## src/rtl/core/bayer_dm_pkg.sv

```systemverilog
// shared types, codes and constants for the gbrg bilinear demosaic
package bayer_dm_pkg;

	localparam int CFG_ADDR_W       = 2;
	localparam int CFG_DATA_W       = 13;
	localparam int SIZE_MIN         = 2;
	localparam int FRAME_WIDTH_RST  = 640;
	localparam int FRAME_HEIGHT_RST = 480;

	localparam logic [CFG_ADDR_W-1:0] CFG_FRAME_WIDTH  = 2'd0;
	localparam logic [CFG_ADDR_W-1:0] CFG_FRAME_HEIGHT = 2'd1;

	localparam logic REQ_SAMPLE = 1'b0;
	localparam logic REQ_DRAIN  = 1'b1;

	typedef struct packed {
		logic       req_type;
		logic [7:0] sample;
	} in_item_t;

	typedef struct packed {
		logic [7:0] red;
		logic [7:0] green;
		logic [7:0] blue;
		logic       frame_end;
		logic       run_last;
	} out_item_t;

	typedef enum logic [1:0] {
		PIX_SAMP1,
		PIX_SAMP2,
		PIX_DRAIN
	} pix_mode_t;

	typedef enum logic [1:0] {
		RD_COL,
		RD_DC_M1,
		RD_DC_0,
		RD_DC_P1
	} rd_sel_t;

	typedef enum logic [1:0] {
		WIN_HOLD,
		WIN_SAMPLE,
		WIN_DRAIN,
		WIN_ZERO
	} win_op_t;

	typedef struct packed {
		logic      take;
		logic      wr_en;
		rd_sel_t   rd_sel;
		win_op_t   win_op;
		logic      calc;
		pix_mode_t mode;
		logic      load;
		logic      run_last;
		logic      adv_samp;
		logic      adv_drain;
	} dp_cmd_t;

	typedef struct packed {
		logic draining;
		logic pix1;
		logic pix2;
	} dp_stat_t;

endpackage

```

## src/rtl/core/bayer_dm_ctrl.sv

```systemverilog
// controller: transfer handshakes and the per-item step sequence
module bayer_dm_ctrl import bayer_dm_pkg::*; (
	input  logic     clk,
	input  logic     arst_n,
	input  logic     in_valid,
	input  logic     req_type,
	output logic     in_ready,
	output logic     out_valid,
	input  logic     out_ready,
	input  dp_stat_t stat,
	output dp_cmd_t  cmd
);

	typedef enum logic [2:0] {
		S_IDLE,
		S_SHIFT,
		S_DR0,
		S_DR1,
		S_DR2,
		S_SUM,
		S_LOAD
	} state_t;

	state_t    state_q;
	state_t    state_d;
	pix_mode_t mode_q;
	pix_mode_t mode_d;
	logic      in_ready_q;
	logic      out_valid_q;
	logic      take;

	assign take = in_valid && in_ready_q;

	always_comb begin
		cmd      = '0;
		cmd.mode = mode_q;
		state_d  = state_q;
		mode_d   = mode_q;
		unique case (state_q)
			S_IDLE: begin
				cmd.rd_sel = stat.draining ? RD_DC_M1 : RD_COL;
				cmd.take   = take;
				if (take) begin
					if (req_type == REQ_DRAIN) begin
						if (stat.draining) begin
							state_d = S_DR0;
							mode_d  = PIX_DRAIN;
						end
					end else if (req_type == REQ_SAMPLE && !stat.draining) begin
						cmd.wr_en = 1'b1;
						state_d   = S_SHIFT;
						mode_d    = PIX_SAMP1;
					end
				end
			end
			S_SHIFT: begin
				cmd.win_op = WIN_SAMPLE;
				if (stat.pix1) begin
					state_d = S_SUM;
				end else begin
					cmd.adv_samp = 1'b1;
					state_d      = S_IDLE;
				end
			end
			S_DR0: begin
				cmd.win_op = WIN_DRAIN;
				cmd.rd_sel = RD_DC_0;
				state_d    = S_DR1;
			end
			S_DR1: begin
				cmd.win_op = WIN_DRAIN;
				cmd.rd_sel = RD_DC_P1;
				state_d    = S_DR2;
			end
			S_DR2: begin
				cmd.win_op = WIN_DRAIN;
				state_d    = S_SUM;
			end
			S_SUM: begin
				cmd.calc = 1'b1;
				// row end: slide in an empty column for the last pixel of the row
				if (mode_q == PIX_SAMP1 && stat.pix2) begin
					cmd.win_op = WIN_ZERO;
				end
				state_d = S_LOAD;
			end
			S_LOAD: begin
				if (!out_valid_q || out_ready) begin
					cmd.load = 1'b1;
					if (mode_q == PIX_SAMP1 && stat.pix2) begin
						mode_d  = PIX_SAMP2;
						state_d = S_SUM;
					end else begin
						cmd.run_last  = 1'b1;
						cmd.adv_samp  = (mode_q != PIX_DRAIN);
						cmd.adv_drain = (mode_q == PIX_DRAIN);
						state_d       = S_IDLE;
					end
				end
			end
			default: state_d = S_IDLE;
		endcase
	end

	always_ff @(posedge clk or negedge arst_n) begin
		if (!arst_n) begin
			state_q     <= S_IDLE;
			mode_q      <= PIX_SAMP1;
			in_ready_q  <= 1'b1;
			out_valid_q <= 1'b0;
		end else begin
			state_q    <= state_d;
			mode_q     <= mode_d;
			in_ready_q <= (state_d == S_IDLE);
			if (cmd.load) begin
				out_valid_q <= 1'b1;
			end else if (out_ready) begin
				out_valid_q <= 1'b0;
			end
		end
	end

	assign in_ready  = in_ready_q;
	assign out_valid = out_valid_q;

`ifndef SYNTHESIS
	a_ready_idle: assert property (@(posedge clk) disable iff (!arst_n)
		in_ready_q |-> state_q == S_IDLE)
		else $error("input ready outside idle");

	a_load_free: assert property (@(posedge clk) disable iff (!arst_n)
		cmd.load |-> (!out_valid_q || out_ready))
		else $error("output register overwritten before transfer");

	a_write_sample: assert property (@(posedge clk) disable iff (!arst_n)
		cmd.wr_en |-> (cmd.take && !stat.draining))
		else $error("line memory written outside a sample transfer");

	a_drain_seq: assert property (@(posedge clk) disable iff (!arst_n)
		state_q == S_DR2 |=> (state_q == S_SUM && mode_q == PIX_DRAIN))
		else $error("drain window fill not followed by drain pixel");
`endif

endmodule

```

## config.mk

```make
export PLATFORM = sky130hd
export DESIGN_NAME = bayer_dm_ctrl
export DESIGN_NICKNAME = d
export VERILOG_FILES = /design/src/rtl/core/bayer_dm_pkg.sv /design/src/rtl/core/bayer_dm_ctrl.sv
export SDC_FILE = /design/constraint.sdc
export NUM_CORES = 1
export LEC_CHECK = 0
export ABC_AREA = 1
export BUFFER_PORTS_ARGS = -buffer_cell sky130_fd_sc_hd__buf_2
export CELL_PAD_IN_SITES_DETAIL_PLACEMENT = 0
export CELL_PAD_IN_SITES_GLOBAL_PLACEMENT = 2
export CORE_AREA = 5 5 58 60
export DETAILED_ROUTE_END_ITERATION = 8
export DIE_AREA = 0 0 63 65
export GPL_TIMING_DRIVEN = 0
export PLACE_DENSITY = 0.77
export RECOVER_POWER = 100
export SLEW_MARGIN = 15
export SYNTH_ARGS = -nofsm -noshare
export SYNTH_HDL_FRONTEND = slang
export SYNTH_SLANG_ARGS = --single-unit
```

## constraint.sdc

```tcl
create_clock -name clk -period 1.1 [get_ports clk]
set_input_delay 0.11 -clock clk [delete_from_list [all_inputs] [get_ports clk]]
set_output_delay 0.11 -clock clk [all_outputs]
set_load 0.01 [all_outputs]
```

==> metrics.md <==
| Metric | Value |
|---|---|
| Final Hold Viols | 0 |
| Max incr delay on CP | 0.43 ns |
| Critical-path top delay cell | dfrtp_2 |
| Detail-routed net length per standard cell | 10.3 microns |
| DRC | 0 |
| DR WL met3 | 59 microns |
| Worst-path maximum fanout | 3 |
| Clock latency on the worst-skew pair | 0.25 ns |
| Crit path from | state_q[0]$_DFF_PN0_ |
| CTS tree | done |
| Die X-Extent | 63 microns |
| DP HPWL | 1270 microns |
| Unrepaired setup endpoints after global routing | true |
| Largest net degree at the start of global routing | 8 |
| Final WS setup | -0.287 ns |
| # setup viols final | 17 |
| Rows | 20 |
| Largest cells by area after synthesis | dfrtp_1 28%, nand2_1 17%, nor2_1 7.7% |
| Crit start category | flop |
| Top_reg_cell synth | dfrtp_1 |
| Avg Cell Area, Syn | 6.55 sq um |
| Failing checks | setup timing |
| TNS Setup | -2.98 ns |
| Hold Path Class | in -> reg |
| # diodes | 0 |
| Hold_sp | out_ready |
| Die height | 65 microns |
| H-tree Lvls | 1 |
| Final min period | 1.39 ns |
| Layout cells sized above 1 | 68.0% |
| GRT Resource Usage Total | 9.10% |
| Met2 wire length | 932 microns |
| FF+latch count, synth | 7 |
| Root Buffer | clkbuf_4 |
| CP Cell Sequence | inv_2 -> nand2_4 -> inv_4 -> nand2_1 -> nand2_2 -> clkinv_2 -> nand3_1 -> buf_2 |
| Cell taking the most area after synthesis | dfrtp_1 |
| Crit Path Category | reg -> out |
| CP Data Required Time | 0.99 ns |
| Vias in the first global route | 686 |
| Die area | 4100 sq um |
| Least-Margin Pin Slew | 0.379 ns |
| F_max | 0.721 GHz |
| Final WL | 1630 microns |
| DR iter-0 viols | 0 |
| Initial Util | 18.7% |
| Final instance area | 987 sq um |
| Crit. End Element | output pin |
| Yosys warning total | 0 |
| Via count | 646 |
| Syn Inst Count | 82 |
| Fillers | 315 |
| Leakage dissipation | 0.543 nW |
| Worst EP arrival | 1.28 ns |
| Final core occ | 34.3% |
| Synth Cell Area | 537 sq um |
| GP Congestion | 0.734 |
| EDFF count, synth | 0 |
| Cell variety after synth | 19 |
| Synth top area share | 28.0% |
| Area after DPL | 706 sq um |
| Max-slew headroom | 74.8% |
| Core Area | 2880 sq um |
| Final nets | 134 |
| Commonest cells in the netlist | 25 x nand2_1, 11 x nor2_1, 9 x inv_1, 6 x dfrtp_1, 6 x nand3_1 |
| CP Buf/Inv Count | 4 |
| CTS buffer count | 3 |
| Slew Viols, Final | 0 |
| Area grow syn2layout | 83.9% |
| DR top layer | met3 |
| Overflow after GRT | 0 |
| Clk slew on worst S/H paths | 0.05 ns |
| TritonRoute pass-1 iters | 1 |
| Io pins | 23 |
| FF-to-FF Start | state_q[0]$_DFF_PN0_ |
| First-pass GRT wire length | 2890 microns |
| Max_cap viols | 0 |
| Status | finished, violations left |
| Tcrit/Tclk final | 126% |
| Hold_ws | 0.267 ns |
| Antenna violations before repair | 0 |
| Clock Path Buffers | 2 |
| Register area share after synthesis | 32.9% |
| Clock sink count | 7 |
| Cell with the most instances after synthesis | nand2_1 |
| M1 WL | 639 microns |
| Clock Skews | 0.00165 ns |
| Worst vdd ir | 0.904 mV |
| Net Count, Synth | 90 |
| Antenna Violating Nets Remaining | 0 |
| Vias per cell | 4.09 |
| Delay-heaviest family, CP | flip-flops |
| Asr flop ratio synth | 100% |
| PwrDens | 2780 nW/um^2 |
| IO buf count | 22 |
[state kept, by name, indices dropped and copies added, names as in the netlist]
| register | flops |
|---|---|
| mode_q | 2 |
| state_q | 3 |
| in_ready | 1 |
| out_valid | 1 |
[cells in the final DEF, fill, tap and decap left out, types with 3 or more instances in the layout]
cell type / instances
nand2_4: 5
dfrtp_1: 3
nor2_4: 5
dfrtp_2: 3
buf_2: 18
nand2_1: 18
nor2_2: 5
nor2_1: 4
nand2_2: 7
nand3_1: 3
buf_4: 14
buf_6: 5
inv_1: 6
nand3_2: 6
inv_2: 6
clkbuf_4: 3
[what timing repair did]
item / 4_1_cts / 5_1_grt
endpoints found under the setup margin: 16 / 17
pin swaps: 9 / 9
resized for setup: 27 / 10
setup buffers: 15 / 1
hold buffers: 1 / 0
hold endpoints to repair: 7 / 0
[final timing paths]
path                                         endpoint  slack (ns)  cells after the start
worst max-delay path                           cmd[8]       -0.29                      8
worst min-delay path            out_valid$_DFFE_PN0P_        0.27                      4
worst max register to register  mode_q[0]$_DFFE_PN0P_       -0.16                      9
worst min register to register  mode_q[0]$_DFFE_PN0P_        0.63                      3
max in group asynchronous          in_ready$_DFF_PN1_        0.49                      2
min in group asynchronous       mode_q[1]$_DFFE_PN0P_        0.30                      2
[metrics by stage]
stage,total power [mW],setup slack (ns),instances
detailed placement,1.82,-0.154,137
finish,2.75,-0.287,158
global route,3.00,-0.387,158
floorplan,1.42,-0.0223,82
CTS,2.62,-0.324,157
global placement,1.82,-0.146,137
[cell type report]
cell class,count,area (sq um),area share [%]
timing repair buffer,39,265,26.9
clock buffer,4,26.3,2.66
sequential,7,180,18.3
tap,33,41.3,4.18
inverter,15,62.6,6.34
multi-input combinational,60,412,41.7
[worst min-delay path, stage by stage]
cell and delay (ns):
buf_2 0.07, inv_1 0.04, nand2_1 0.16, nand2_1 0.09
[report_power, final]
part | leakage (nW) | switching [mW] | internal (mW) | total (mW)
Clock | 0.0150 | 0.0931 | 0.138 | 0.231
Sequential | 0.0824 | 0.149 | 0.405 | 0.555
Combinational | 0.446 | 1.08 | 0.883 | 1.96
[cell families (layout without fill, tap and decap cells)]
family	Yosys count	in the layout	share of synthesized area, %
buffers and inverters	15	58	10.5
flip-flops	7	7	32.9
AND/OR/NAND/NOR	55	55	50.6
AO/OA/AOI/OAI	5	5	6.06
[layer usage]
layer | track usage, % | vias to the layer above
met5 | 0 | -
met4 | 4.77 | 0
li1 | - | 338
met1 | 9.76 | 298
met3 | 2.25 | 0
met2 | 16.3 | 10
Note: power is estimated with default switching activity, not from simulation.
